`config.mk`:
```
export PLATFORM = sky130hd
export DESIGN_NAME = calendar_date_to_epoch
export DESIGN_NICKNAME = d
export VERILOG_FILES = /design/src/hw/rtl/cde_pkg.sv /design/src/hw/rtl/calendar_date_to_epoch.sv /design/src/hw/rtl/cde_cfg_regs.sv /design/src/hw/rtl/cde_datapath.sv
export VERILOG_INCLUDE_DIRS = /design/src /design/src/hw/rtl
export SDC_FILE = /design/constraint.sdc
export NUM_CORES = 2
export LEC_CHECK = 0
export ABC_AREA = 1
export BUFFER_PORTS_ARGS = -buffer_cell sky130_fd_sc_hd__buf_2
export CORE_MARGIN = 2
export CORE_UTILIZATION = 40
export DETAILED_ROUTE_END_ITERATION = 12
export GPL_TIMING_DRIVEN = 0
export PLACE_DENSITY_LB_ADDON = 0.2
export SETUP_SLACK_MARGIN = 0.02
export SYNTH_ARGS = -nofsm -noshare
export SYNTH_HDL_FRONTEND = slang
export SYNTH_SLANG_ARGS = --single-unit
```
`constraint.sdc`:
```
create_clock -name clk -period 13.95 [get_ports clk]
set_input_delay 2.0925 -clock clk [delete_from_list [all_inputs] [get_ports clk]]
set_output_delay 2.0925 -clock clk [all_outputs]
set_load 0.05 [all_outputs]
```
`src/hw/rtl/calendar_date_to_epoch_assert.svh`:
```
// assertion macros for the date to epoch converter
`ifndef CALENDAR_DATE_TO_EPOCH_ASSERT_SVH
`define CALENDAR_DATE_TO_EPOCH_ASSERT_SVH

`ifndef NO_ASSERTIONS

`define CDE_ASSERT_IMPLY(lbl, clk, rstn, ante, cons, msg) \
    lbl: assert property (@(posedge clk) disable iff (!rstn) (ante) |-> (cons)) \
        else $error(msg);

`define CDE_ASSERT_NEXT(lbl, clk, rstn, ante, cons, msg) \
    lbl: assert property (@(posedge clk) disable iff (!rstn) (ante) |=> (cons)) \
        else $error(msg);

`else

`define CDE_ASSERT_IMPLY(lbl, clk, rstn, ante, cons, msg)

`define CDE_ASSERT_NEXT(lbl, clk, rstn, ante, cons, msg)

`endif

`endif

```
`src/hw/rtl/cde_pkg.sv`:
```
package cde_pkg;

    localparam int YEAR_W   = 14;
    localparam int MONTH_W  = 4;
    localparam int FIELD6_W = 6;
    localparam int TZ_W     = 11;
    localparam int YOFF_W   = 13;
    localparam int YDAY_W   = 9;
    localparam int WDAY_W   = 3;
    localparam int EPOCH_W  = 39;
    localparam int DAYS_W   = 23;
    localparam int HM_W     = 28;
    localparam int MINS_W   = 35;
    localparam int ADJ_W    = 13;

    localparam int IN_TDATA_W  = 48;
    localparam int OUT_TDATA_W = 72;
    localparam int CFG_IDX_W   = 2;

    localparam int PIPE_DEPTH = 7;

    localparam logic [YEAR_W-1:0] YEAR_BASE   = 14'd1900;
    localparam logic [YEAR_W-1:0] LEAP_PIVOT  = 14'd1970;
    localparam logic [YEAR_W-1:0] EPOCH_OFF   = 14'd70;
    localparam logic [YEAR_W-1:0] CENT_1701   = 14'd1701;
    localparam logic [YEAR_W-1:0] CENT_1601   = 14'd1601;
    localparam logic [DAYS_W-1:0] LEAPS_1969  = 23'd477;

    // register indexes of the configuration port
    localparam logic [CFG_IDX_W-1:0] REG_TZ  = 2'd0;
    localparam logic [CFG_IDX_W-1:0] REG_DST = 2'd1;

    typedef enum logic [2:0] {
        ST_OK         = 3'd0,
        ST_BAD_DAY    = 3'd1,
        ST_BAD_MONTH  = 3'd2,
        ST_BAD_HOUR   = 3'd3,
        ST_BAD_MINUTE = 3'd4,
        ST_BAD_SECOND = 3'd5
    } cde_status_t;

    typedef struct packed {
        logic [TZ_W-1:0] tz_minutes_west;
        logic            dst_active;
    } cde_cfg_t;

    typedef struct packed {
        logic [YEAR_W-1:0]   year_in;
        logic [MONTH_W-1:0]  month_in;
        logic [FIELD6_W-1:0] day_in;
        logic [FIELD6_W-1:0] hour_in;
        logic [FIELD6_W-1:0] minute_in;
        logic [FIELD6_W-1:0] second_in;
    } cde_in_t;

    typedef struct packed {
        cde_status_t        status;
        logic [YOFF_W-1:0]  year_offset;
        logic [YDAY_W-1:0]  day_of_year;
        logic [WDAY_W-1:0]  day_of_week;
        logic [EPOCH_W-1:0] epoch_seconds;
    } cde_out_t;

    // floor(v / 25) by reciprocal, exact for v below 43690
    function automatic logic [10:0] div25_q(input logic [14:0] v);
        logic [30:0] prod;
        prod = {16'd0, v} * 31'd41944;
        return prod[30:20];
    endfunction

    // floor(v / 7) by reciprocal, exact for v below 43690
    function automatic logic [12:0] div7_q(input logic [14:0] v);
        logic [30:0] prod;
        prod = {16'd0, v} * 31'd37450;
        return prod[30:18];
    endfunction

    function automatic logic [4:0] month_len(input logic [MONTH_W-1:0] m);
        logic [4:0] r;
        case (m)
            4'd0:    r = 5'd31;
            4'd1:    r = 5'd28;
            4'd2:    r = 5'd31;
            4'd3:    r = 5'd30;
            4'd4:    r = 5'd31;
            4'd5:    r = 5'd30;
            4'd6:    r = 5'd31;
            4'd7:    r = 5'd31;
            4'd8:    r = 5'd30;
            4'd9:    r = 5'd31;
            4'd10:   r = 5'd30;
            4'd11:   r = 5'd31;
            default: r = 5'd31;
        endcase
        return r;
    endfunction

    // days before the first of each month, common year
    function automatic logic [YDAY_W-1:0] cum_days(input logic [MONTH_W-1:0] m);
        logic [YDAY_W-1:0] r;
        case (m)
            4'd0:    r = 9'd0;
            4'd1:    r = 9'd31;
            4'd2:    r = 9'd59;
            4'd3:    r = 9'd90;
            4'd4:    r = 9'd120;
            4'd5:    r = 9'd151;
            4'd6:    r = 9'd181;
            4'd7:    r = 9'd212;
            4'd8:    r = 9'd243;
            4'd9:    r = 9'd273;
            4'd10:   r = 9'd304;
            4'd11:   r = 9'd334;
            default: r = 9'd0;
        endcase
        return r;
    endfunction

endpackage

```
`src/hw/rtl/calendar_date_to_epoch.sv`:
```
// calendar date to epoch converter
// s_axis carries one broken-down date per word; m_axis returns one result word
// per input word, in order: status, year offset, day of year, day of week and
// seconds since 1970 with the time zone and daylight saving registers applied.
// cfg_* writes a register: index 0 tz_minutes_west (11 bit signed), index 1
// dst_active (bit 0); write only while no word is in flight. cfg_ready is
// always high.
// a new word can be taken every cycle unless the output stalls, so
// throughput is one word per clock, set by the seven register stages.
// when m_axis_tready is low the pipeline fills behind the output register and
// s_axis_tready drops once all seven stages hold a word; nothing is lost.
// rst_n clears the pipeline valids and both registers to zero; the block
// can take a word as soon as reset is released.
module calendar_date_to_epoch
    import cde_pkg::*;
(
    input  logic                   clk,
    input  logic                   rst_n,
    input  logic                   s_axis_tvalid,
    output logic                   s_axis_tready,
    // year_in[13:0], month_in[17:14], day_in[23:18], hour_in[29:24],
    // minute_in[35:30], second_in[41:36], zero fill above
    input  logic [IN_TDATA_W-1:0]  s_axis_tdata,
    output logic                   m_axis_tvalid,
    input  logic                   m_axis_tready,
    // status[2:0], year_offset[15:3], day_of_year[24:16], day_of_week[27:25],
    // epoch_seconds[66:28], zero fill above
    output logic [OUT_TDATA_W-1:0] m_axis_tdata,
    input  logic                   cfg_valid,
    output logic                   cfg_ready,
    input  logic [CFG_IDX_W-1:0]   cfg_index,
    input  logic [TZ_W-1:0]        cfg_data
);

    cde_cfg_t cfg;
    cde_in_t  in_item;
    cde_out_t out_item;

    assign in_item.year_in   = s_axis_tdata[13:0];
    assign in_item.month_in  = s_axis_tdata[17:14];
    assign in_item.day_in    = s_axis_tdata[23:18];
    assign in_item.hour_in   = s_axis_tdata[29:24];
    assign in_item.minute_in = s_axis_tdata[35:30];
    assign in_item.second_in = s_axis_tdata[41:36];

    assign m_axis_tdata = {5'd0, out_item.epoch_seconds, out_item.day_of_week,
                           out_item.day_of_year, out_item.year_offset,
                           out_item.status};

    cde_cfg_regs u_cfg (
        .clk       (clk),
        .rst_n     (rst_n),
        .cfg_valid (cfg_valid),
        .cfg_ready (cfg_ready),
        .cfg_index (cfg_index),
        .cfg_data  (cfg_data),
        .cfg       (cfg)
    );

    cde_datapath u_dp (
        .clk       (clk),
        .rst_n     (rst_n),
        .in_valid  (s_axis_tvalid),
        .in_ready  (s_axis_tready),
        .in_item   (in_item),
        .out_valid (m_axis_tvalid),
        .out_ready (m_axis_tready),
        .out_item  (out_item),
        .cfg       (cfg)
    );

endmodule

```
`src/hw/rtl/cde_cfg_regs.sv`:
```
module cde_cfg_regs
    import cde_pkg::*;
(
    input  logic                 clk,
    input  logic                 rst_n,
    input  logic                 cfg_valid,
    output logic                 cfg_ready,
    input  logic [CFG_IDX_W-1:0] cfg_index,
    input  logic [TZ_W-1:0]      cfg_data,
    output cde_cfg_t             cfg
);

    logic [TZ_W-1:0] tz_reg, tz_next;
    logic            dst_reg, dst_next;

    assign cfg_ready = 1'b1;

    always_comb
    begin
        tz_next  = tz_reg;
        dst_next = dst_reg;
        if (cfg_valid)
        begin
            case (cfg_index)
                REG_TZ:  tz_next  = cfg_data;
                REG_DST: dst_next = cfg_data[0];
                default: ;
            endcase
        end
    end

    always_ff @(posedge clk or negedge rst_n)
    begin
        if (!rst_n)
        begin
            tz_reg  <= '0;
            dst_reg <= 1'b0;
        end
        else
        begin
            tz_reg  <= tz_next;
            dst_reg <= dst_next;
        end
    end

    assign cfg.tz_minutes_west = tz_reg;
    assign cfg.dst_active      = dst_reg;

endmodule

```
`src/hw/rtl/cde_datapath.sv`:
```
`include "calendar_date_to_epoch_assert.svh"

module cde_datapath
    import cde_pkg::*;
(
    input  logic     clk,
    input  logic     rst_n,
    input  logic     in_valid,
    output logic     in_ready,
    input  cde_in_t  in_item,
    output logic     out_valid,
    input  logic     out_ready,
    output cde_out_t out_item,
    input  cde_cfg_t cfg
);

    localparam int LAST = PIPE_DEPTH - 1;

    logic [PIPE_DEPTH-1:0] vld_reg, vld_next, en;

    // stage 1: year offset and leap test values
    logic [YEAR_W-1:0]   s1_off_reg, s1_off_next;
    logic [YEAR_W-1:0]   s1_lvr_reg, s1_lvr_next;
    logic [YEAR_W-1:0]   s1_lvo_reg, s1_lvo_next;
    logic [YEAR_W-1:0]   s1_y_reg, s1_y_next;
    logic [MONTH_W-1:0]  s1_mon_reg;
    logic [FIELD6_W-1:0] s1_day_reg, s1_hour_reg, s1_min_reg, s1_sec_reg;

    // stage 2: quotients by 25
    logic [10:0]         s2_qr_reg, s2_qr_next;
    logic [10:0]         s2_qo_reg, s2_qo_next;
    logic [10:0]         s2_qa_reg, s2_qa_next;
    logic [10:0]         s2_qb_reg, s2_qb_next;
    logic [10:0]         s2_qc_reg, s2_qc_next;
    logic [10:0]         s2_qd_reg, s2_qd_next;
    logic [YEAR_W-1:0]   s2_off_reg, s2_lvr_reg, s2_lvo_reg, s2_y_reg;
    logic [MONTH_W-1:0]  s2_mon_reg;
    logic [FIELD6_W-1:0] s2_day_reg, s2_hour_reg, s2_min_reg, s2_sec_reg;

    // stage 3: checks, day of year, weekday sum, day base
    cde_status_t         s3_status_reg, s3_status_next;
    logic [YDAY_W-1:0]   s3_yday_reg, s3_yday_next;
    logic [14:0]         s3_d_reg, s3_d_next;
    logic [DAYS_W-1:0]   s3_base_reg, s3_base_next;
    logic [YEAR_W-1:0]   s3_off_reg;
    logic [FIELD6_W-1:0] s3_hour_reg, s3_min_reg, s3_sec_reg;

    // stage 4: days since 1970, weekday quotient
    logic [DAYS_W-1:0]   s4_days_reg, s4_days_next;
    logic [12:0]         s4_q7_reg, s4_q7_next;
    cde_status_t         s4_status_reg;
    logic [YDAY_W-1:0]   s4_yday_reg;
    logic [14:0]         s4_d_reg;
    logic [YEAR_W-1:0]   s4_off_reg;
    logic [FIELD6_W-1:0] s4_hour_reg, s4_min_reg, s4_sec_reg;

    // stage 5: hours, jan 1 weekday, minute adjust
    logic [HM_W-1:0]     s5_hm_reg, s5_hm_next;
    logic [WDAY_W-1:0]   s5_jan1_reg, s5_jan1_next;
    logic [ADJ_W-1:0]    s5_adj_reg, s5_adj_next;
    cde_status_t         s5_status_reg;
    logic [YDAY_W-1:0]   s5_yday_reg;
    logic [YEAR_W-1:0]   s5_off_reg;
    logic [FIELD6_W-1:0] s5_sec_reg;

    // stage 6: minutes, weekday sum and quotient
    logic [MINS_W-1:0]   s6_mins_reg, s6_mins_next;
    logic [YDAY_W-1:0]   s6_sw_reg, s6_sw_next;
    logic [12:0]         s6_qsw_reg, s6_qsw_next;
    cde_status_t         s6_status_reg;
    logic [YDAY_W-1:0]   s6_yday_reg;
    logic [YEAR_W-1:0]   s6_off_reg;
    logic [FIELD6_W-1:0] s6_sec_reg;

    // stage 7: output word
    cde_out_t            s7_out_reg, s7_out_next;

    // flow control: a stage loads when it is empty or its word moves on
    always_comb
    begin
        en[LAST] = !vld_reg[LAST] || out_ready;
        for (int k = LAST - 1; k >= 0; k--)
        begin
            en[k] = !vld_reg[k] || en[k+1];
        end
        vld_next = vld_reg;
        if (en[0])
        begin
            vld_next[0] = in_valid;
        end
        for (int k = 1; k < PIPE_DEPTH; k++)
        begin
            if (en[k])
            begin
                vld_next[k] = vld_reg[k-1];
            end
        end
    end

    always_ff @(posedge clk or negedge rst_n)
    begin
        if (!rst_n)
        begin
            vld_reg <= '0;
        end
        else
        begin
            vld_reg <= vld_next;
        end
    end

    assign in_ready  = en[0];
    assign out_valid = vld_reg[LAST];
    assign out_item  = s7_out_reg;

    // ---------------- stage 1
    always_comb
    begin
        s1_off_next = (in_item.year_in >= YEAR_BASE) ? in_item.year_in - YEAR_BASE
                                                     : in_item.year_in;
        s1_lvr_next = (in_item.year_in < LEAP_PIVOT) ? in_item.year_in + YEAR_BASE
                                                     : in_item.year_in;
        s1_lvo_next = (s1_off_next < LEAP_PIVOT) ? s1_off_next + YEAR_BASE : s1_off_next;
        s1_y_next   = s1_off_next + YEAR_BASE;
    end

    always_ff @(posedge clk)
    begin
        if (en[0])
        begin
            s1_off_reg  <= s1_off_next;
            s1_lvr_reg  <= s1_lvr_next;
            s1_lvo_reg  <= s1_lvo_next;
            s1_y_reg    <= s1_y_next;
            s1_mon_reg  <= in_item.month_in;
            s1_day_reg  <= in_item.day_in;
            s1_hour_reg <= in_item.hour_in;
            s1_min_reg  <= in_item.minute_in;
            s1_sec_reg  <= in_item.second_in;
        end
    end

    // ---------------- stage 2
    always_comb
    begin
        logic [YEAR_W-1:0] ya, yb, yc;
        ya = s1_y_reg - CENT_1701;
        yb = s1_y_reg - CENT_1601;
        yc = s1_y_reg - 14'd1;
        s2_qr_next = div25_q({1'b0, s1_lvr_reg});
        s2_qo_next = div25_q({1'b0, s1_lvo_reg});
        // x/100 = (x/4)/25, x/400 = (x/16)/25
        s2_qa_next = div25_q({3'd0, ya[13:2]});
        s2_qb_next = div25_q({5'd0, yb[13:4]});
        s2_qc_next = div25_q({3'd0, yc[13:2]});
        s2_qd_next = div25_q({5'd0, yc[13:4]});
    end

    always_ff @(posedge clk)
    begin
        if (en[1])
        begin
            s2_qr_reg   <= s2_qr_next;
            s2_qo_reg   <= s2_qo_next;
            s2_qa_reg   <= s2_qa_next;
            s2_qb_reg   <= s2_qb_next;
            s2_qc_reg   <= s2_qc_next;
            s2_qd_reg   <= s2_qd_next;
            s2_off_reg  <= s1_off_reg;
            s2_lvr_reg  <= s1_lvr_reg;
            s2_lvo_reg  <= s1_lvo_reg;
            s2_y_reg    <= s1_y_reg;
            s2_mon_reg  <= s1_mon_reg;
            s2_day_reg  <= s1_day_reg;
            s2_hour_reg <= s1_hour_reg;
            s2_min_reg  <= s1_min_reg;
            s2_sec_reg  <= s1_sec_reg;
        end
    end

    // ---------------- stage 3
    always_comb
    begin
        logic              leap_raw, leap_off;
        logic [YEAR_W-1:0] yc;
        logic [14:0]       yq;
        logic [YEAR_W-1:0] offm;
        // leap: divisible by 4 and (not by 25, or by 16)
        leap_raw = (s2_lvr_reg[1:0] == 2'd0)
                && ((s2_lvr_reg != 14'({3'd0, s2_qr_reg} * 14'd25))
                    || (s2_lvr_reg[3:0] == 4'd0));
        leap_off = (s2_lvo_reg[1:0] == 2'd0)
                && ((s2_lvo_reg != 14'({3'd0, s2_qo_reg} * 14'd25))
                    || (s2_lvo_reg[3:0] == 4'd0));

        if (s2_day_reg == '0)
            s3_status_next = ST_BAD_DAY;
        else if (s2_mon_reg > 4'd11)
            s3_status_next = ST_BAD_MONTH;
        else if ((s2_day_reg > {1'b0, month_len(s2_mon_reg)})
                 && !((s2_mon_reg == 4'd1) && (s2_day_reg == 6'd29) && leap_raw))
            s3_status_next = ST_BAD_DAY;
        else if (s2_hour_reg > 6'd23)
            s3_status_next = ST_BAD_HOUR;
        else if (s2_min_reg > 6'd59)
            s3_status_next = ST_BAD_MINUTE;
        else if (s2_sec_reg > 6'd59)
            s3_status_next = ST_BAD_SECOND;
        else
            s3_status_next = ST_OK;

        s3_yday_next = cum_days(s2_mon_reg)
                     + {8'd0, (leap_off && (s2_mon_reg > 4'd1))}
                     + {3'd0, s2_day_reg} - 9'd1;

        // jan 1 weekday before mod 7, with the 1752 shift of three days
        yq = ({1'b0, s2_y_reg} + 15'd3) >> 2;
        s3_d_next = 15'd7 + {1'b0, s2_y_reg} + yq
                  - {4'd0, s2_qa_reg} + {4'd0, s2_qb_reg};

        yc   = s2_y_reg - 14'd1;
        offm = s2_off_reg - EPOCH_OFF;
        s3_base_next = 23'({9'd0, offm} * 23'd365) + {11'd0, yc[13:2]}
                     - {12'd0, s2_qc_reg} + {12'd0, s2_qd_reg} - LEAPS_1969;
    end

    always_ff @(posedge clk)
    begin
        if (en[2])
        begin
            s3_status_reg <= s3_status_next;
            s3_yday_reg   <= s3_yday_next;
            s3_d_reg      <= s3_d_next;
            s3_base_reg   <= s3_base_next;
            s3_off_reg    <= s2_off_reg;
            s3_hour_reg   <= s2_hour_reg;
            s3_min_reg    <= s2_min_reg;
            s3_sec_reg    <= s2_sec_reg;
        end
    end

    // ---------------- stage 4
    always_comb
    begin
        s4_days_next = s3_base_reg + {14'd0, s3_yday_reg};
        s4_q7_next   = div7_q(s3_d_reg);
    end

    always_ff @(posedge clk)
    begin
        if (en[3])
        begin
            s4_days_reg   <= s4_days_next;
            s4_q7_reg     <= s4_q7_next;
            s4_status_reg <= s3_status_reg;
            s4_yday_reg   <= s3_yday_reg;
            s4_d_reg      <= s3_d_reg;
            s4_off_reg    <= s3_off_reg;
            s4_hour_reg   <= s3_hour_reg;
            s4_min_reg    <= s3_min_reg;
            s4_sec_reg    <= s3_sec_reg;
        end
    end

    // ---------------- stage 5
    always_comb
    begin
        logic [14:0] d_r;
        s5_hm_next   = {5'd0, s4_days_reg} * 28'd24 + {22'd0, s4_hour_reg};
        d_r          = s4_d_reg - 15'({2'd0, s4_q7_reg} * 15'd7);
        s5_jan1_next = d_r[2:0];
        s5_adj_next  = {7'd0, s4_min_reg}
                     + {{(ADJ_W-TZ_W){cfg.tz_minutes_west[TZ_W-1]}}, cfg.tz_minutes_west}
                     - (cfg.dst_active ? 13'd60 : 13'd0);
    end

    always_ff @(posedge clk)
    begin
        if (en[4])
        begin
            s5_hm_reg     <= s5_hm_next;
            s5_jan1_reg   <= s5_jan1_next;
            s5_adj_reg    <= s5_adj_next;
            s5_status_reg <= s4_status_reg;
            s5_yday_reg   <= s4_yday_reg;
            s5_off_reg    <= s4_off_reg;
            s5_sec_reg    <= s4_sec_reg;
        end
    end

    // ---------------- stage 6
    always_comb
    begin
        s6_mins_next = {7'd0, s5_hm_reg} * 35'd60
                     + {{(MINS_W-ADJ_W){s5_adj_reg[ADJ_W-1]}}, s5_adj_reg};
        s6_sw_next   = {6'd0, s5_jan1_reg} + s5_yday_reg;
        s6_qsw_next  = div7_q({6'd0, s6_sw_next});
    end

    always_ff @(posedge clk)
    begin
        if (en[5])
        begin
            s6_mins_reg   <= s6_mins_next;
            s6_sw_reg     <= s6_sw_next;
            s6_qsw_reg    <= s6_qsw_next;
            s6_status_reg <= s5_status_reg;
            s6_yday_reg   <= s5_yday_reg;
            s6_off_reg    <= s5_off_reg;
            s6_sec_reg    <= s5_sec_reg;
        end
    end

    // ---------------- stage 7, output register
    always_comb
    begin
        logic [EPOCH_W-1:0] epoch;
        logic [YDAY_W-1:0]  w_r;
        epoch = {{(EPOCH_W-MINS_W){s6_mins_reg[MINS_W-1]}}, s6_mins_reg} * 39'd60
              + {33'd0, s6_sec_reg};
        w_r   = s6_sw_reg - 9'({s6_qsw_reg[8:0]} * 9'd7);

        s7_out_next = '0;
        s7_out_next.status = s6_status_reg;
        if (s6_status_reg == ST_OK)
        begin
            s7_out_next.year_offset = s6_off_reg[YOFF_W-1:0];
            s7_out_next.day_of_year = s6_yday_reg;
            s7_out_next.day_of_week = w_r[2:0];
            if (s6_off_reg >= EPOCH_OFF)
            begin
                s7_out_next.epoch_seconds = epoch;
            end
        end
    end

    always_ff @(posedge clk)
    begin
        if (en[6])
        begin
            s7_out_reg <= s7_out_next;
        end
    end

    `CDE_ASSERT_IMPLY(a_err_zero, clk, rst_n,
        out_valid && (out_item.status != ST_OK),
        (out_item.year_offset == '0) && (out_item.day_of_year == '0)
        && (out_item.day_of_week == '0) && (out_item.epoch_seconds == '0),
        "error word carries nonzero payload")

    `CDE_ASSERT_IMPLY(a_pre_epoch_zero, clk, rst_n,
        out_valid && (out_item.year_offset < 13'd70),
        out_item.epoch_seconds == '0,
        "epoch nonzero for year offset below 70")

    `CDE_ASSERT_IMPLY(a_ok_ranges, clk, rst_n,
        out_valid && (out_item.status == ST_OK),
        (out_item.day_of_week < 3'd7) && (out_item.day_of_year < 9'd366),
        "weekday or day of year out of range")

    `CDE_ASSERT_IMPLY(a_full_stall, clk, rst_n,
        (&vld_reg) && !out_ready,
        !in_ready,
        "input taken while pipeline full and stalled")

    `CDE_ASSERT_NEXT(a_last_load, clk, rst_n,
        vld_reg[LAST-1] && en[LAST],
        out_valid,
        "word lost entering output register")

endmodule

```
-- Word level (Yosys, flattened, before mapping)
Memories as Yosys holds them, arrays and structs flattened. A register that Yosys moved wholly into a read port is not among the register bits.
Index checks and enable logic that the tools add are counted.
- add/sub/neg operators: 29
- multipliers: 16
- order comparisons: 10
- reductions and logical operators: 34
- equality and inequality tests: 5
- muxes and demuxes: 13
- operator list (cell ; number):
    $mul A14 B13 Y27 const B ; 2
    $mul A12 B13 Y25 const B ; 2
    $mul A10 B13 Y23 const B ; 2
    $mux W14 ; 3
    $sub A14 B11 Y14 const B ; 3
    $add A39 B6 Y39 ; 1
    $mul A39 B4 Y37 const B ; 1
    $add A34 B35 Y35 ; 1
    $mul A28 B4 Y32 const B ; 1
    $mul A15 B15 Y30 const B ; 1
    $add A14 B11 Y14 const B ; 2
    $add A28 B6 Y28 ; 1
    $lt A14 B11 Y1 const B ; 2
    $mul A10 B5 Y14 const B ; 2
    $ne A14 B14 Y1 ; 2
    $sub A14 B1 Y14 const B ; 2
    $mul A23 B2 Y25 const B ; 1
    $mul A9 B15 Y24 const B ; 1
    $add A23 B12 Y23 ; 1
    $add A23 B6 Y23 ; 1
    $add A23 B9 Y23 ; 1
    $mul A14 B9 Y23 const B ; 1
    $sub A23 B8 Y23 ; 1
    $sub A23 B9 Y23 const B ; 1
    39 further kinds ; 71
- memories kept: 2
- output and inout port bits: 75
- register bits: 620
- word-level logic and storage cells: 179
- input bits: 66
- bits in read-only memories: 176
- memory list (name ; words ; width ; read ports ; clocked after Yosys merged registers in ; wr ports ; RTL line ; source):
    (name not given) ; 16 ; 9 ; 1 ; 1 ; 0 ; cde_pkg.sv:101 ; case (m)
    (name not given) ; 16 ; 2 ; 1 ; 1 ; 0 ; cde_pkg.sv:80 ; case (m)

-- Logic depth before layout (Yosys ltp)
- depth in word-level cells: 9
- depth in mapped cells: 34
- gate-level depth less buffers: 34

-- Hierarchy
Synthesis repeated with hierarchy kept, for this count alone.
- cells, all modules: 6355
- area, all modules: 60367.9 um^2
- modules (own cells, without submodules) (module ; seq. area each (um^2) ; area an instance (um^2) ; cells each ; times used):
    cde_datapath ; 17661.9 ; 59813.6 ; 6291 ; 1
    cde_cfg_regs ; 300.3 ; 513.0 ; 58 ; 1
    calendar_date_to_epoch ; 0.0 ; 41.3 ; 6 ; 1

-- Worst setup path before layout
Ideal clock, no wire load.
- path kind: input to output
- start point: input m_axis_tready
- end point: output s_axis_tready
- data required time: 11858 ps
- arrival: 11086 ps
- path buffers: 0
- slack: 772 ps
- cell stages on the path: 10
- cells stage by stage: nor2_1 > inv_1 > nor2_1 > inv_1 > nor2_1 > nand2_1 > nor2_1 > nand2_2 > inv_1 > nand2_1
- cells in the longest elaborated chain, start to end: 7
- ends and longest elaborated chain (item ; RTL line ; source):
    start: declaration ; calendar_date_to_epoch.sv:25 ; input logic m_axis_tready,
    $logic_or A1 B1 Y1 ; cde_datapath.sv:81 ; en[LAST] = !vld_reg[LAST] || out_ready;
    named net u_dp.en[6] ; cde_datapath.sv:19 ; logic [PIPE_DEPTH-1:0] vld_reg, vld_next, en;
    $logic_or A1 B1 Y1 ; cde_datapath.sv:84 ; en[k] = !vld_reg[k] || en[k+1];
    named net u_dp.en[5] ; cde_datapath.sv:19 ;
    $logic_or A1 B1 Y1 (2 in series) ; cde_datapath.sv:84 ;
    named net u_dp.en[3] ; cde_datapath.sv:19 ;
    $logic_or A1 B1 Y1 (3 in series) ; cde_datapath.sv:84 ;
    end: declaration ; calendar_date_to_epoch.sv:20 ; output logic s_axis_tready,
The timed path passes the listed nets, and every way through them passes these cells.

-- Worst setup path in the final report
- start point: register u_dp.s1_y_reg[0]
- end point: register u_dp.s2_qa_reg[7], data pin
- cells in the longest elaborated chain, start to end: 2
- ends and longest elaborated chain (item ; RTL line ; source):
    start: declaration ; cde_datapath.sv:25 ; logic [YEAR_W-1:0] s1_y_reg, s1_y_next;
    start signal: assignment ; cde_datapath.sv:134 ; s1_y_reg <= s1_y_next;
    $sub A14 B11 Y14 ; cde_datapath.sv:147 ; ya = s1_y_reg - CENT_1701;
    $mul A12 B13 Y25 ; cde_pkg.sv:67 ; prod = {16'd0, v} * 31'd41944;
    named net u_dp.s2_qa_next[7] ; cde_datapath.sv:32 ; logic [10:0] s2_qa_reg, s2_qa_next;
    end signal: assignment ; cde_datapath.sv:165 ; s2_qa_reg <= s2_qa_next;
    end: declaration ; cde_datapath.sv:32 ;
The timed path passes the listed nets, and every way through them passes these cells.
A chain may end at the register's enable or synchronous reset.

==> impl_metrics.py <==
metrics = {
    "setup_path": {
        "path_delay_family": "adder cells",
        "slowest_delay_ns": 0.69,
        "cp_common_cell": "nand2_1",
        "slowest_stage": "edfxtp_1",
        "setup.worst_path.end_class": "flip-flop",
        "crit_required_ns": 14.32,
        "path_max_fanout": 10,
        "cp.buffers_inverters": 5,
        "worstSetupPathType": "reg2reg",
        "cp-start-kind": "flip-flop",
        "cp.arrival_ns": 7.94,
    },
    "synth": {
        "yosys_warnings": 0,
        "synthArstFlopShare_pct": 3.140,
        "syn-instance-count": 6437,
        "syn-mean-instance-area_um2": 9.420,
        "yosysTopAreaCell": "edfxtp_1",
        "ys_top_cells_by_count": "inv_1, nand2_1, ha_1",
        "syn_area_um2": 60640,
        "seq_area_frac_synth_pct": 29.62,
        "yosysMostFrequentCell": "inv_1",
        "synthFlopType": "edfxtp_1",
        "synth_cell_types": 65,
        "ys_ff_latch": 605,
        "synth_area_leaders": "edfxtp_1, ha_1, fa_1",
        "synth_top_area_share_pct": 28.48,
        "synth-edff-count": 575,
    },
    "die": {
        "initial_core_util_pct": 40.39,
        "core_um2": 150100,
        "die-height_um": 393.4,
        "fp.dieW_um": 393.4,
        "die_area_um2": 154700,
        "rows": 142,
        "io_pins": 141,
    },
    "global_route": {
        "antenna_found_initial": 3,
        "grt_overflow_total": 0,
        "grt_first_pass_wirelength_mm": 221.3,
        "grt_pass1_vias": 42670,
        "grt_util_all_layers_pct": 17.63,
        "grt_max_degree": 107,
    },
    "timing": {
        "hold_viol": 0,
        "setup_viol": 0,
        "rsz0062_at_grt": "no",
        "min_period_over_period_pct": 54.25,
        "final.setup.tns_ns": 0,
        "max_freq_mhz": 132.1,
        "hold-worst-slack_ns": 0.4148,
        "worstMarginPinSlew_ns": 1.197,
        "slew_headroom_pct": 19.60,
        "final.min_clock_period_ns": 7.567,
        "skew_ns": 0.02185,
        "report.final.slew_viol_count": 0,
    },
    "drt": {
        "dr.pass1.iters": 5,
        "via_per_inst": 4.804,
        "drt-initial-drc-count": 2101,
        "ant_nets": 0,
        "drc": 0,
        "vias": 41910,
        "wire_per_inst_um": 15.52,
        "wl_mm": 135.4,
    },
    "placement": {
        "io_buffers": 128,
        "gp_congestion": 0.9069,
        "placed_area_um2": 64070,
        "dp_hpwl_mm": 115.6,
    },
    "clock_tree": {
        "clk_path_buf_depth": 3,
        "cts_setup_buffers": 0,
        "clk_pin_slew_ns": 0.06,
        "cts_tree": "done",
        "cts-root-buf": "clkbuf_16",
        "clkSinkCount": 605,
        "insertion_delay_ns": 0.65,
        "htree_levels": 3,
        "cts-hold-fix-buffers": 0,
        "cts_buffers": 71,
        "cts.repair.resized": 0,
    },
    "worst_hold_path": {
        "hold_path.class": "reg2reg",
    },
    "run": {
        "maxCapViolations": 0,
    },
    "final_layout": {
        "design_area_um2": 66380,
        "antenna_cells": 0,
        "nFillCells": 14510,
        "nets": 8174,
        "drive_gt1_share_pct": 4.965,
        "area_delta_synth_final_pct": 9.473,
        "largest_register_ffs": 67,
    },
    "run_status": {
        "status": "finished, final reports clean",
    },
}
[per-layer routing]
metal  track usage, %  routed length [um]  up-vias  part of all wire [%]
met5                0                   0        -                     0
met4            4.629                3542        0                   2.6
met3            2.090                4429      156                   3.3
met2            30.12               64490      561                    48
met1            23.64               62920    19840                    46
li1                 -                   -    21350                     -
[cell type report]
| type | count | area, um2 | area share (%) |
|---|---|---|---|
| clock buffers | 82 | 1818 | 2.739 |
| inverters | 1396 | 5253 | 7.913 |
| well taps | 2016 | 2522 | 3.800 |
| plain buffers | 26 | 148.9 | 0.2243 |
| flip-flops and latches | 605 | 17960 | 27.06 |
| multi-input cells | 4414 | 37330 | 56.24 |
| clock inverters | 47 | 489.2 | 0.7370 |
| repair buffers | 137 | 853.3 | 1.285 |
[placed cells by master, fill, tap and decap left out, types with 8 or more instances in the layout]
cell type / instances
nor2_2: 13
dfrtp_1: 19
edfxtp_1: 575
nand2_1: 971
o21ai_0: 196
a211oi_1: 12
fa_1: 517
o21a_1: 19
a21o_1: 21
clkbuf_16: 71
xnor2_1: 99
o21bai_1: 18
o22ai_1: 8
nor4_1: 14
nor3_1: 74
a31oi_1: 19
or2_2: 12
o211ai_1: 15
clkbuf_1: 26
buf_2: 130
clkinv_1: 17
inv_2: 11
and2_1: 10
nor2_1: 424
o31ai_1: 10
inv_1: 1378
o21ai_2: 8
xor2_1: 266
clkinv_2: 12
nand4_1: 76
a21boi_0: 8
ha_1: 940
dfxtp_1: 11
nand3b_1: 22
nand3_1: 219
a21oi_1: 348
nand2_2: 10
[stage by stage]
stage	cells	util, %	setup slack (ns)
2_1_floorplan	6441	-	0.7717
3_3_place_gp	8585	42.51	-4.401
3_5_place_dp	8593	42.68	6.381
4_1_cts	8722	44.21	6.348
5_1_grt	8723	44.22	5.792
6_report	8723	44.22	6.383
[worst paths after layout]
check,startpoint,end,slack (ns),cells past startpoint
max in group asynchronous,rst_n,u_cfg.tz_reg[2],12.13,1
worst max register to register,u_dp.s1_y_reg[0],u_dp.s2_qa_reg[7],6.38,31
worst min register to register,u_dp.s1_off_reg[6],u_dp.s2_off_reg[6],0.41,0
worst min-delay path,u_dp.s1_off_reg[6],u_dp.s2_off_reg[6],0.41,0
worst max-delay path,u_dp.s1_y_reg[0],u_dp.s2_qa_reg[7],6.38,31
min in group asynchronous,rst_n,u_dp.vld_reg[1],1.44,1
[kinds of logic (layout without fill, tap and decap cells)]
| logic type | count (synthesis) | after routing | synth area share [%] |
|---|---|---|---|
| fa+ha+maj | 1457 | 1457 | 36.46 |
| buf+inv | 1422 | 1688 | 8.891 |
| other cells | 2 | 6 | 0.01239 |
| simple gates | 1860 | 1860 | 12.91 |
| compound gates | 717 | 717 | 6.636 |
| mux | 6 | 6 | 0.1094 |
| xor+xnor | 368 | 368 | 5.350 |
| flops | 605 | 605 | 29.62 |
Power is not shown: default switching activity piles up to over one toggle a cycle in this logic, so the estimate is an artifact.
